==> src/rtl/tccw_pkg.sv <==
// Shared types, sizes and helper functions for the text console character writer.
// Used by every module of the block but tccw_ram; no dependencies of its own.
`default_nettype none

package tccw_pkg;

  // Screen geometry and tab size
  localparam int MAX_COLS  = 128;
  localparam int MAX_ROWS  = 64;
  localparam int TAB_WIDTH = 8;

  localparam int CHAR_W = 7;                         // cell content width
  localparam int COL_W  = $clog2(MAX_COLS);          // column index
  localparam int ROW_W  = $clog2(MAX_ROWS);          // row index
  localparam int NCOL_W = $clog2(MAX_COLS + 1);      // column count, or index one past
  localparam int NROW_W = $clog2(MAX_ROWS + 1);      // row count, or index one past
  localparam int TCNT_W = $clog2(TAB_WIDTH + 1);     // spaces written by a tab
  localparam int CFG_W  = 8;                         // widest register
  localparam int CIDX_W = 2;                         // register index

  // Register indexes
  localparam logic [CIDX_W-1:0] CFG_COLS  = 2'd0;
  localparam logic [CIDX_W-1:0] CFG_ROWS  = 2'd1;
  localparam logic [CIDX_W-1:0] CFG_PCOL  = 2'd2;
  localparam logic [CIDX_W-1:0] CFG_PROW  = 2'd3;

  // Register reset values
  localparam logic [NCOL_W-1:0] COLS_RESET = NCOL_W'(80);
  localparam logic [NROW_W-1:0] ROWS_RESET = NROW_W'(24);

  // Byte codes
  localparam logic [7:0] CH_BS      = 8'h08;
  localparam logic [7:0] CH_TAB     = 8'h09;
  localparam logic [7:0] CH_LF      = 8'h0A;
  localparam logic [7:0] CH_VT      = 8'h0B;
  localparam logic [7:0] CH_FF      = 8'h0C;
  localparam logic [7:0] CH_CR      = 8'h0D;
  localparam logic [7:0] CH_SPACE   = 8'h20;
  localparam logic [7:0] CH_PRINT_LAST = 8'h7E;

  localparam logic [CHAR_W-1:0] CELL_SPACE = CHAR_W'(CH_SPACE);

  // One full row of cells
  typedef logic [MAX_COLS-1:0][CHAR_W-1:0] row_t;

  typedef enum logic [2:0] {
    BC_CR,
    BC_TAB,
    BC_BS,
    BC_LF,
    BC_PRINT,
    BC_OTHER
  } byte_cls_t;

  typedef enum logic [4:0] {
    S_CLEAR,
    S_IDLE,
    S_DECODE,
    S_PR_LOAD,
    S_PR_PUT,
    S_PR_STORE,
    S_TAB_RD,
    S_TAB_LOAD,
    S_TAB_PUT,
    S_TAB_WRAP,
    S_BS_LOAD1,
    S_BS_ZERO1,
    S_BS_BACK,
    S_BS_RD2,
    S_BS_LOAD2,
    S_BS_ZERO2,
    S_STORE,
    S_SETTLE,
    S_SC_LOAD,
    S_SC_STEP,
    S_SC_MOVE,
    S_DONE
  } ctl_state_t;

  typedef enum logic [4:0] {
    DP_NOP,
    DP_CLR,
    DP_ITEM,
    DP_RD_CELL,
    DP_RD_CUR,
    DP_LOAD,
    DP_CR,
    DP_LF,
    DP_PUT_BYTE,
    DP_PUT_ZERO,
    DP_TAB_PUT,
    DP_STORE,
    DP_STORE_ADV,
    DP_STORE_WRAP,
    DP_STORE_BACK,
    DP_SC_START,
    DP_SC_RD,
    DP_SC_MOVE,
    DP_SC_LAST,
    DP_DONE
  } dp_op_t;

  typedef struct packed {
    logic      is_read;
    byte_cls_t cls;
    logic      at_prompt;
    logic      at_edge;
    logic      row_over;
    logic      tab_last;
    logic      tab_done;
    logic      sc_more;
    logic      clr_last;
    logic      out_free;
  } dp_status_t;

  function automatic byte_cls_t byte_class(input logic [7:0] b);
    byte_cls_t c;
    case (b) inside
      CH_CR:                  c = BC_CR;
      CH_TAB:                 c = BC_TAB;
      CH_BS:                  c = BC_BS;
      CH_LF, CH_VT, CH_FF:    c = BC_LF;
      [CH_SPACE:CH_PRINT_LAST]: c = BC_PRINT;
      default:                c = BC_OTHER;
    endcase
    return c;
  endfunction

  // Zero acts as one, anything above the maximum acts as the maximum
  function automatic logic [NCOL_W-1:0] eff_cols(input logic [7:0] v);
    logic [NCOL_W-1:0] r;
    if (v == 8'd0) r = NCOL_W'(1);
    else if (int'(v) > MAX_COLS) r = NCOL_W'(MAX_COLS);
    else r = NCOL_W'(v);
    return r;
  endfunction

  function automatic logic [NROW_W-1:0] eff_rows(input logic [6:0] v);
    logic [NROW_W-1:0] r;
    if (v == 7'd0) r = NROW_W'(1);
    else if (int'(v) > MAX_ROWS) r = NROW_W'(MAX_ROWS);
    else r = NROW_W'(v);
    return r;
  endfunction

endpackage

`default_nettype wire

==> src/rtl/tccw_ctrl.sv <==
// Sequencer for the console: steps each item through row loads, edits, stores and scrolls.
// Depends on tccw_pkg; drives tccw_dpath through a one-op-per-cycle command.
`default_nettype none

module tccw_ctrl (
  input  wire logic                   clk,
  input  wire logic                   rst,
  input  wire logic                   in_valid,
  input  wire tccw_pkg::dp_status_t   status,
  output      logic                   in_ready,
  output      tccw_pkg::dp_op_t       dp_op,
  output      tccw_pkg::ctl_state_t   state
);

  tccw_pkg::ctl_state_t state_next;

  always_ff @(posedge clk) begin
    if (rst) begin
      state <= tccw_pkg::S_CLEAR;
    end else begin
      state <= state_next;
    end
  end

  always_comb begin
    state_next = state;
    dp_op      = tccw_pkg::DP_NOP;
    in_ready   = 1'b0;
    case (state)
      tccw_pkg::S_CLEAR: begin
        dp_op = tccw_pkg::DP_CLR;
        if (status.clr_last) state_next = tccw_pkg::S_IDLE;
      end
      tccw_pkg::S_IDLE: begin
        in_ready = 1'b1;
        if (in_valid) begin
          dp_op      = tccw_pkg::DP_ITEM;
          state_next = tccw_pkg::S_DECODE;
        end
      end
      tccw_pkg::S_DECODE: begin
        if (status.is_read) begin
          dp_op      = tccw_pkg::DP_RD_CELL;
          state_next = tccw_pkg::S_DONE;
        end else begin
          case (status.cls)
            tccw_pkg::BC_CR: begin
              dp_op      = tccw_pkg::DP_CR;
              state_next = tccw_pkg::S_DONE;
            end
            tccw_pkg::BC_LF: begin
              dp_op      = tccw_pkg::DP_LF;
              state_next = tccw_pkg::S_SETTLE;
            end
            tccw_pkg::BC_PRINT: begin
              dp_op      = tccw_pkg::DP_RD_CUR;
              state_next = tccw_pkg::S_PR_LOAD;
            end
            tccw_pkg::BC_TAB: begin
              dp_op      = tccw_pkg::DP_RD_CUR;
              state_next = tccw_pkg::S_TAB_LOAD;
            end
            tccw_pkg::BC_BS: begin
              if (status.at_prompt) begin
                state_next = tccw_pkg::S_DONE;
              end else begin
                dp_op      = tccw_pkg::DP_RD_CUR;
                state_next = tccw_pkg::S_BS_LOAD1;
              end
            end
            default: state_next = tccw_pkg::S_DONE;
          endcase
        end
      end
      tccw_pkg::S_PR_LOAD: begin
        dp_op      = tccw_pkg::DP_LOAD;
        state_next = tccw_pkg::S_PR_PUT;
      end
      tccw_pkg::S_PR_PUT: begin
        dp_op      = tccw_pkg::DP_PUT_BYTE;
        state_next = tccw_pkg::S_PR_STORE;
      end
      tccw_pkg::S_PR_STORE: begin
        dp_op      = tccw_pkg::DP_STORE_ADV;
        state_next = tccw_pkg::S_SETTLE;
      end
      tccw_pkg::S_TAB_RD: begin
        dp_op      = tccw_pkg::DP_RD_CUR;
        state_next = tccw_pkg::S_TAB_LOAD;
      end
      tccw_pkg::S_TAB_LOAD: begin
        dp_op      = tccw_pkg::DP_LOAD;
        state_next = tccw_pkg::S_TAB_PUT;
      end
      tccw_pkg::S_TAB_PUT: begin
        dp_op = tccw_pkg::DP_TAB_PUT;
        if (status.at_edge) state_next = tccw_pkg::S_TAB_WRAP;
        else if (status.tab_last) state_next = tccw_pkg::S_STORE;
      end
      tccw_pkg::S_TAB_WRAP: begin
        dp_op      = tccw_pkg::DP_STORE_WRAP;
        state_next = tccw_pkg::S_SETTLE;
      end
      tccw_pkg::S_BS_LOAD1: begin
        dp_op      = tccw_pkg::DP_LOAD;
        state_next = tccw_pkg::S_BS_ZERO1;
      end
      tccw_pkg::S_BS_ZERO1: begin
        dp_op      = tccw_pkg::DP_PUT_ZERO;
        state_next = tccw_pkg::S_BS_BACK;
      end
      tccw_pkg::S_BS_BACK: begin
        dp_op      = tccw_pkg::DP_STORE_BACK;
        state_next = tccw_pkg::S_BS_RD2;
      end
      tccw_pkg::S_BS_RD2: begin
        dp_op      = tccw_pkg::DP_RD_CUR;
        state_next = tccw_pkg::S_BS_LOAD2;
      end
      tccw_pkg::S_BS_LOAD2: begin
        dp_op      = tccw_pkg::DP_LOAD;
        state_next = tccw_pkg::S_BS_ZERO2;
      end
      tccw_pkg::S_BS_ZERO2: begin
        dp_op      = tccw_pkg::DP_PUT_ZERO;
        state_next = tccw_pkg::S_STORE;
      end
      tccw_pkg::S_STORE: begin
        dp_op      = tccw_pkg::DP_STORE;
        state_next = tccw_pkg::S_DONE;
      end
      tccw_pkg::S_SETTLE: begin
        // Scroll if the cursor ran off the bottom, else finish or resume a tab
        if (status.row_over) begin
          dp_op      = tccw_pkg::DP_SC_START;
          state_next = tccw_pkg::S_SC_LOAD;
        end else if (status.cls == tccw_pkg::BC_TAB && !status.is_read && !status.tab_done) begin
          state_next = tccw_pkg::S_TAB_RD;
        end else begin
          state_next = tccw_pkg::S_DONE;
        end
      end
      tccw_pkg::S_SC_LOAD: begin
        dp_op      = tccw_pkg::DP_LOAD;
        state_next = tccw_pkg::S_SC_STEP;
      end
      tccw_pkg::S_SC_STEP: begin
        if (status.sc_more) begin
          dp_op      = tccw_pkg::DP_SC_RD;
          state_next = tccw_pkg::S_SC_MOVE;
        end else begin
          dp_op      = tccw_pkg::DP_SC_LAST;
          state_next = tccw_pkg::S_SETTLE;
        end
      end
      tccw_pkg::S_SC_MOVE: begin
        dp_op      = tccw_pkg::DP_SC_MOVE;
        state_next = tccw_pkg::S_SC_STEP;
      end
      tccw_pkg::S_DONE: begin
        if (status.out_free) begin
          dp_op      = tccw_pkg::DP_DONE;
          state_next = tccw_pkg::S_IDLE;
        end
      end
      default: state_next = tccw_pkg::S_CLEAR;
    endcase
  end

endmodule

`default_nettype wire

==> config.mk <==
export PLATFORM = sky130hd
export DESIGN_NAME = tccw_ctrl
export DESIGN_NICKNAME = d
export VERILOG_FILES = /design/src/rtl/tccw_pkg.sv /design/src/rtl/tccw_ctrl.sv
export SDC_FILE = /design/constraint.sdc
export NUM_CORES = 1
export LEC_CHECK = 0
export ABC_AREA = 1
export BUFFER_PORTS_ARGS = -buffer_cell sky130_fd_sc_hd__buf_4
export CAP_MARGIN = 30
export CORE_MARGIN = 2
export CORE_UTILIZATION = 37
export CTS_BUF_LIST = sky130_fd_sc_hd__clkbuf_8
export CTS_CLUSTER_SIZE = 12
export DETAILED_ROUTE_END_ITERATION = 12
export GPL_ROUTABILITY_DRIVEN = 0
export PLACE_DENSITY_LB_ADDON = 0.25
export SYNTH_ARGS = -nofsm -noshare
export SYNTH_HDL_FRONTEND = slang
export SYNTH_SLANG_ARGS = --single-unit
==> constraint.sdc <==
create_clock -name clk -period 4.49 [get_ports clk]
set_input_delay 1.1225 -clock clk [delete_from_list [all_inputs] [get_ports clk]]
set_output_delay 1.1225 -clock clk [all_outputs]
set_load 0.02 [all_outputs]
==> metrics, run 1 <==
Synth area leader nand2_1; starting density of the core 39.03%; Chip Height 52.31 µm; later-pin clock latency in the skew report around 0.22 ns; FF+latch count, synth 5; Seq/Total Area, Yosys around 12%; total CTS buffers 3; H-Tree Level Count 1; syn_nets ~190; Die Width approximately 52 µm; setup total negative slack 0 ns; outcome complete, no violations; initial antenna violation count 0; Yosys top cell area share 22.17%; Setup crit start kind flip-flop; final clock period utilization by the worst path between 70% and 80%; DP HPWL about 2.2 mm; Syn Std Cell Area 863.3 µm²; Post-Route WL between 2 and 3 mm; largest registers state: 5 flops; syn_area_per_cell roughly 4.8 µm²; Vias roughly 1300; # rows 17; WP data arrival slightly above 2 ns; area of the multi-input gates 653.1 µm²; synth cell count leaders 51 x nand2_1, 35 x nor2_1, 24 x inv_1, 24 x nand3_1, 9 x a21oi_1; synthesized instance count between 150 and 200; crit path max fanout 12; Resize count post-CTS 0; Hold Path Class reg2reg; number of flip-flops in the largest register 5; Synth Warn # 0; most used flip-flop cell after synthesis dfxtp_1; fin crit period 3.194 ns; clock tree buffer depth 2; top-count cell post-synth nand2_1; Fin Hold WS roughly 0.86 ns; GRT Total Usage approximately a fifth; FF/Latch Area roughly 100 µm²; Die ar. ~0.0027 mm²; Slew headroom roughly two thirds; Core Region 0.002212 mm²; Pwr Density 455.7 mW/mm²; Layout fillers between 200 and 250; Hold Vio Cnt, Final 0; Synth async-reset ratio 0%; total congestion overflow 0; pre-CTS setup slack approximately 1.4 ns; synthesis-to-finish area growth 29.13%; drt via density ~5.4; layout cells sized above 1 approximately 17%; max-slew violations 0; vias in the first global route 1040; Biggest register state; EDFF count, synth 0; PortBufs 25; CTS tree done; DRC 0; first-pass GRT wire length approximately 4.4 mm; Layout Nets between 200 and 250; routed len/inst 11.69 µm; final setup fails 0; largest net degree at the start of global routing 13; Max-cap violations 0; initial drt markers slightly above 50; # clock sinks 5; final setup margin 1.296 ns; Reg clk slew, reported paths 0.03 ns; RSZ-0062 raised after global routing false; library cells used by synthesis 22; number of I/O pins 26; Max Freq roughly 310 MHz; LEAKAGE 0.6551 nW; diode count 0; Final ANT Viol Nets 0; clk root buf clkbuf_8; Synth area leaders nand2_1 22%, nor2_1 15%, nand3_1 14%, dfxtp_1 12%, inv_1 10%; Worst Setup End Kind output port; Worst IR Drop VDD approximately 0.00021 V; Setup Skew approximately 0.00060 ns; crit path kind reg2out; post-CTS setup buffer count 0; drt first pass iters 4; CP required about 3.4 ns; Worst-Margin Slew just over 0.5 ns; Hold Buf Count CTS 0
-- metal layers --
| metal | global-route usage [%] | wire length (µm) | up-vias |
|---|---|---|---|
| li1 | - | - | 632 |
| met1 | 25.73 | 1121 | 550 |
| met2 | 36.04 | 1362 | 71 |
| met3 | 4.571 | 194 | 8 |
| met4 | 7.265 | 44 | 0 |
| met5 | 0 | 0 | - |
-- kinds of logic after synthesis --
| logic type | after synthesis | share of synthesized area [%] |
|---|---|---|
| simple gates | 124 | 61.60 |
| buf+inv | 28 | 12.75 |
| compound gates | 22 | 14.06 |
| flops | 5 | 11.59 |
-- critical path: stages, from the launching register on --
cell and delay [ns]:
dfxtp_1 0.59, inv_1 0.30, nand3_1 0.21, o21ai_0 0.15, nor3_1 0.28, nand4_1 0.13
buf_4 0.18
-- layout make-up --
type | instances | share of cell area, %
multi-input cells | 146 | 58.59
repair buffers | 25 | 16.84
flip-flops and latches | 5 | 8.979
inverters | 25 | 8.418
clock buffers | 3 | 3.704
well taps | 28 | 3.143
clock inverters | 1 | 0.3367
-- path summary, 6_finish.rpt --
kind | from | cells after the start | slack [ns] | to
min reg2reg | state[2]$_SDFFE_PP0P_ | 4 | 0.86 | state[4]$_SDFFE_PP0P_
max reg2reg | state[2]$_SDFFE_PP0P_ | 7 | 2.71 | state[0]$_SDFFE_PP0P_
max | state[4]$_SDFFE_PP0P_ | 6 | 1.30 | dp_op[0]
min | state[2]$_SDFFE_PP0P_ | 4 | 0.86 | state[4]$_SDFFE_PP0P_
-- where the power goes --
group          leakage (nW)  switching [mW]  internal (mW)
clock                0.0269          0.0226         0.0586
combinational         0.588           0.219          0.126
sequential           0.0407          0.0249         0.0560
total                 0.655           0.267          0.241
-- placed cells by master, fill, tap and decap left out --
master,synthesis,final
a21oi_1,9,9
nand3_1,24,24
o22ai_1,1,1
inv_2,1,1
nor2_2,3,3
inv_1,24,25
dfxtp_1,5,5
buf_4,1,25
nor2_1,35,35
o21ai_0,8,8
or2_2,1,1
clkbuf_8,0,3
and2_1,1,1
nor4_1,1,1
a211oi_1,1,1
nand3_2,1,1
nand4_1,5,5
nand2_1,51,51
o211ai_1,2,2
o21bai_1,1,1
nor3_1,2,2
-- per-stage QoR --
stage	cells	area, µm²	util [%]	power [mW]
after floorplan	179	863.3	-	0.3108
after global placement	229	1070	48.36	0.4217
after detailed placement	229	1070	48.36	0.4213
after CTS	233	1115	50.40	0.5055
after global routing	233	1115	50.40	0.5515
final	233	1115	50.40	0.5080
Note: power is estimated with default switching activity, not from simulation.
==> run 2, diff against run 1 <==
- clock period: 4.49 -> 2.75 ns (I/O delays scaled with it)
==> run 2 against run 1 <==
Flip-flop and latch count is the same. Final area is 0.56% higher. Sequential share of layout area grew 0.061 points. Register-to-register slack worse by 1.6 ns. Largest cell class unchanged.
==> metrics, run 2 (synthesis gave the netlist of run 1 again) <==
slowest stage delay, CP around 0.46 ns; Max-cap violations 0; number of flip-flops in the largest register 5; Max Freq approximately 390 MHz; starting density of the core between 30% and 40%; initial drt markers 67; # clock sinks 5; largest net degree at the start of global routing 13; Biggest register state; CTS tree done; final clock period utilization by the worst path 93.20%; Vias between 1000 and 1500; Final ANT Viol Nets 0; outcome complete, no violations; largest registers state: 5 flops; final setup fails 0; Layout fillers 253; layout cells sized above 1 around 17%; Worst IR Drop VDD roughly 0.00028 V; Core Region between 0.002 and 0.0025 mm²; vias in the first global route roughly 1200; number of I/O pins 26; Post-Route WL between 2 and 3 mm; clock tree buffer depth 2; Hold Path Class in2reg; diode count 0; first-pass GRT wire length around 4.7 mm; fin crit period 2.563 ns; Hold Vio Cnt, Final 0; area of the multi-input gates 658.1 µm²; WP data arrival about 1.9 ns; most common cell after layout, fill and taps aside nand2_1; Slew headroom 68.36%; crit path kind reg2out; routed len/inst roughly 12 µm; Layout Nets around 220; drt first pass iters 4; H-Tree Level Count 1; Chip Height roughly 52 µm; CP required 2.06 ns; initial antenna violation count 0; Die Width about 52 µm; Reg clk slew, reported paths around 0.04 ns; Pwr Density between 700 and 800 mW/mm²; drt via density approximately 5.5; Tot Pwr 0.8366 mW; Setup Skew between 0.003 and 0.004 ns; later-pin clock latency in the skew report around 0.22 ns; Worst-Margin Slew between 0.4 and 0.5 ns; Placement Cell Area ~0.0011 mm²; # rows 17; DRC 0; Fin Hold WS about 0.65 ns; CP max stage cell dfxtp_2; post-CTS setup buffer count 0; RSZ-0062 raised after global routing false; DP HPWL 2.325 mm; total CTS buffers 3; setup total negative slack 0 ns; Post-Layout Inst Area roughly 0.0011 mm²; Worst Setup End Kind output port; FF/Latch Area roughly 100 µm²; PortBufs 25; crit-path cells inv_1 -> nand3_1 -> o21ai_0 -> nor3_1 -> nand4_1 -> buf_4; total congestion overflow 0; commonest cells after routing, fill and taps aside 51 x nand2_1, 35 x nor2_1, 25 x inv_1, 25 x buf_4, 24 x nand3_1; Worst Path Buf+Inv 2; LEAKAGE approximately 0.66 nW; Die ar. 0.002736 mm²; crit path max fanout 12; Top delay family on crit path simple AND/OR/NAND/NOR gates; Setup crit start kind flip-flop; max-slew violations 0; GRT Total Usage between 20 and 25%; clk root buf clkbuf_8; synthesis-to-finish area growth 29.86%
-- run 2: cell types whose count changed in the layout (fill, tap and decap cells not counted) --
cell,delta
nor2_4,+1
dfxtp_2,+1
dfxtp_1,-1
nor2_2,-1
-- run 2: repair_timing --
| item | 4_1_cts | 5_1_grt |
|---|---|---|
| hold buffers | 0 | 0 |
| gates resized for setup | 0 | 2 |
| setup endpoints to repair | 0 | 2 |
-- run 2: worst paths after layout --
| kind | from | end | slack (ns) | cells after the start |
|---|---|---|---|---|
| worst max-delay path | state[4]$_SDFFE_PP0P_ | dp_op[0] | 0.19 | 6 |
| worst min-delay path | rst | state[4]$_SDFFE_PP0P_ | 0.65 | 2 |
| worst max register to register | state[1]$_SDFFE_PP0P_ | state[4]$_SDFFE_PP0P_ | 1.13 | 9 |
| worst min register to register | state[4]$_SDFFE_PP0P_ | state[4]$_SDFFE_PP0P_ | 0.88 | 4 |
-- run 2: stage by stage --
| stage | setup WS (ns) | utilization (%) | std cells |
|---|---|---|---|
| CTS | 0.03758 | 50.40 | 233 |
| global placement | 0.2579 | 48.36 | 229 |
| finish | 0.1870 | 50.68 | 233 |
| floorplan | 0.6096 | - | 179 |
| detailed placement | 0.2810 | 48.36 | 229 |
| global route | 0.06764 | 50.68 | 233 |
-- run 2: worst reg2reg max path, cell delays in order (launching register included) --
cell	delay [ns]
dfxtp_1	0.36
inv_1	0.14
nand2_1	0.13
nor2_1	0.28
nand2_1	0.16
nand2_1	0.15
nor2_1	0.06
nand3_1	0.08
nand2_1	0.05
a21oi_1	0.13
-- run 2: final cells by class --
| class | instances | area share (%) |
|---|---|---|
| Sequential cell | 5 | 9.040 |
| Inverter | 25 | 8.370 |
| Clock inverter | 1 | 0.3348 |
| Multi-Input combinational cell | 146 | 58.71 |
| Timing Repair Buffer | 25 | 16.74 |
| Clock buffer | 3 | 3.683 |
| Tap cell | 28 | 3.125 |
-- run 2: power by group --
| part | switching [mW] | internal [mW] | leakage, nW | total (mW) |
|---|---|---|---|---|
| Sequential | 0.0415 | 0.0922 | 0.0412 | 0.134 |
| Combinational | 0.362 | 0.209 | 0.590 | 0.570 |
| Clock | 0.0368 | 0.0958 | 0.0269 | 0.133 |
-- run 2: per-layer routing --
metal  part of all wire (%)  vias up  track usage, %
met5                      0        -               0
met4                    3.8        0           12.39
met3                    9.6       14           6.286
met2                     48       80           37.50
met1                     39      552           25.82
li1                       -      630               -
==> run 3, diff against run 2 <==
- CORE_UTILIZATION: 37 -> 48
==> run 3 against run 2 <==
Clock power down 3%. Power down 1.5%. Register-to-register slack worse by 0.12 ns. Critical endpoint unchanged. Largest cell class unchanged. Largest power group unchanged.
==> metrics, run 3 (synthesis gave the netlist of run 1 again) <==
total congestion overflow 0; Reg clk slew, reported paths about 0.03 ns; Layout Nets about 220; RSZ-0062 raised after global routing false; Hold Path Class in2reg; clk root buf clkbuf_8; clock tree buffer depth 2; largest registers state: 5 flops; Pwr Density roughly 740 mW/mm²; number of flip-flops in the largest register 5; diode count 0; starting density of the core 50.55%; initial antenna violation count 0; initial drt markers between 100 and 150; max-slew violations 0; post-CTS setup buffer count 0; first-pass GRT wire length between 4 and 5 mm; commonest cells after routing, fill and taps aside 51 x nand2_1, 35 x nor2_1, 25 x inv_1, 25 x buf_4, 24 x nand3_1; Slew headroom 66.55%; WP data arrival around 1.9 ns; Resize count post-CTS 0; drt via density ~5.4; # rows 15; # clock sinks 5; Setup crit start kind flip-flop; Final ANT Viol Nets 0; Vias 1244; PortBufs 25; Core Region between 0.0015 and 0.002 mm²; Biggest register state; crit path max fanout 12; later-pin clock latency in the skew report ~0.22 ns; final clock period utilization by the worst path roughly 94%; drt first pass iters 6; vias in the first global route slightly above 1000; slowest stage delay, CP roughly 0.44 ns; total CTS buffers 3; routed len/inst roughly 11 µm; pre-CTS setup slack about 0.35 ns; DRC 0; Top delay family on crit path simple AND/OR/NAND/NOR gates; number of I/O pins 26; Fin Hold WS 0.6470 ns; CP max stage cell nor2_2; CTS tree done; Hold Vio Cnt, Final 0; most common cell after layout, fill and taps aside nand2_1; Setup Skew 0.0002828 ns; fin crit period roughly 2.6 ns; H-Tree Level Count 1; Post-Route WL around 2.6 mm; LEAKAGE 0.6556 nW; cell total after placement around 230; Placement Cell Area 0.001066 mm²; Worst Path Buf+Inv 1; outcome complete, no violations; DP HPWL approximately 2.1 mm; final setup fails 0; Worst-Margin Slew roughly 0.50 ns; Chip Height 46.41 µm; final setup margin 0.1767 ns; Die Width about 46 µm; crit-path cells nor2_2 -> nand2_1 -> nor2_1 -> a21oi_1 -> nand4_1 -> buf_4; Layout Cells excl Fill 230; Max-cap violations 0; Max Freq a little under 400 MHz; Die ar. around 0.0022 mm²; synthesis-to-finish area growth 28.84%; Worst Setup End Kind output port; Hold Buf Count CTS 0; Worst IR Drop VDD 0.0005993 V; crit path kind reg2out; layout cells sized above 1 17.07%; largest net degree at the start of global routing 13; CP required 2.06 ns; GRT Total Usage between 20% and 30%; setup total negative slack 0 ns; Post-Layout Inst Area between 0.001 and 0.0015 mm²
==> run 3: worst paths after layout <==
check / start / to / slack, ns / cells past startpoint
worst min-delay path: rst / state[4]$_SDFFE_PP0P_ / 0.65 / 2
worst max register to register: state[2]$_SDFFE_PP0P_ / state[0]$_SDFFE_PP0P_ / 1.01 / 7
worst max-delay path: state[2]$_SDFFE_PP0P_ / dp_op[0] / 0.18 / 6
worst min register to register: state[2]$_SDFFE_PP0P_ / state[4]$_SDFFE_PP0P_ / 0.83 / 4
==> run 3: per-stage QoR <==
step | util [%] | total power [mW]
after global routing | 65.13 | 0.8890
after global placement | 62.42 | 0.6786
after CTS | 65.05 | 0.8157
final | 65.13 | 0.8242
after detailed placement | 62.42 | 0.6839
after floorplan | - | 0.5075
==> run 3: cell type report <==
cell class | instances | area [µm²]
multi-input combinational | 146 | 653.1
inverter | 25 | 93.84
tap | 25 | 31.28
fill | 168 | 595.6
sequential | 5 | 101.3
clock buffer | 3 | 41.29
timing repair buffer | 25 | 187.7
clock inverter | 1 | 3.754
==> run 3: per-layer routing <==
metal  wire [µm]  GRT usage (%)  up-vias
met3         248          5.098        8
met2        1153          43.89       80
met1        1128          35.58      526
met5           0              0        -
li1            -              -      630
met4          35          3.429        0
==> run 3: power breakdown <==
part	switching, mW	internal [mW]
Sequential	0.0356	0.0922
Combinational	0.360	0.207
Clock	0.0340	0.0955
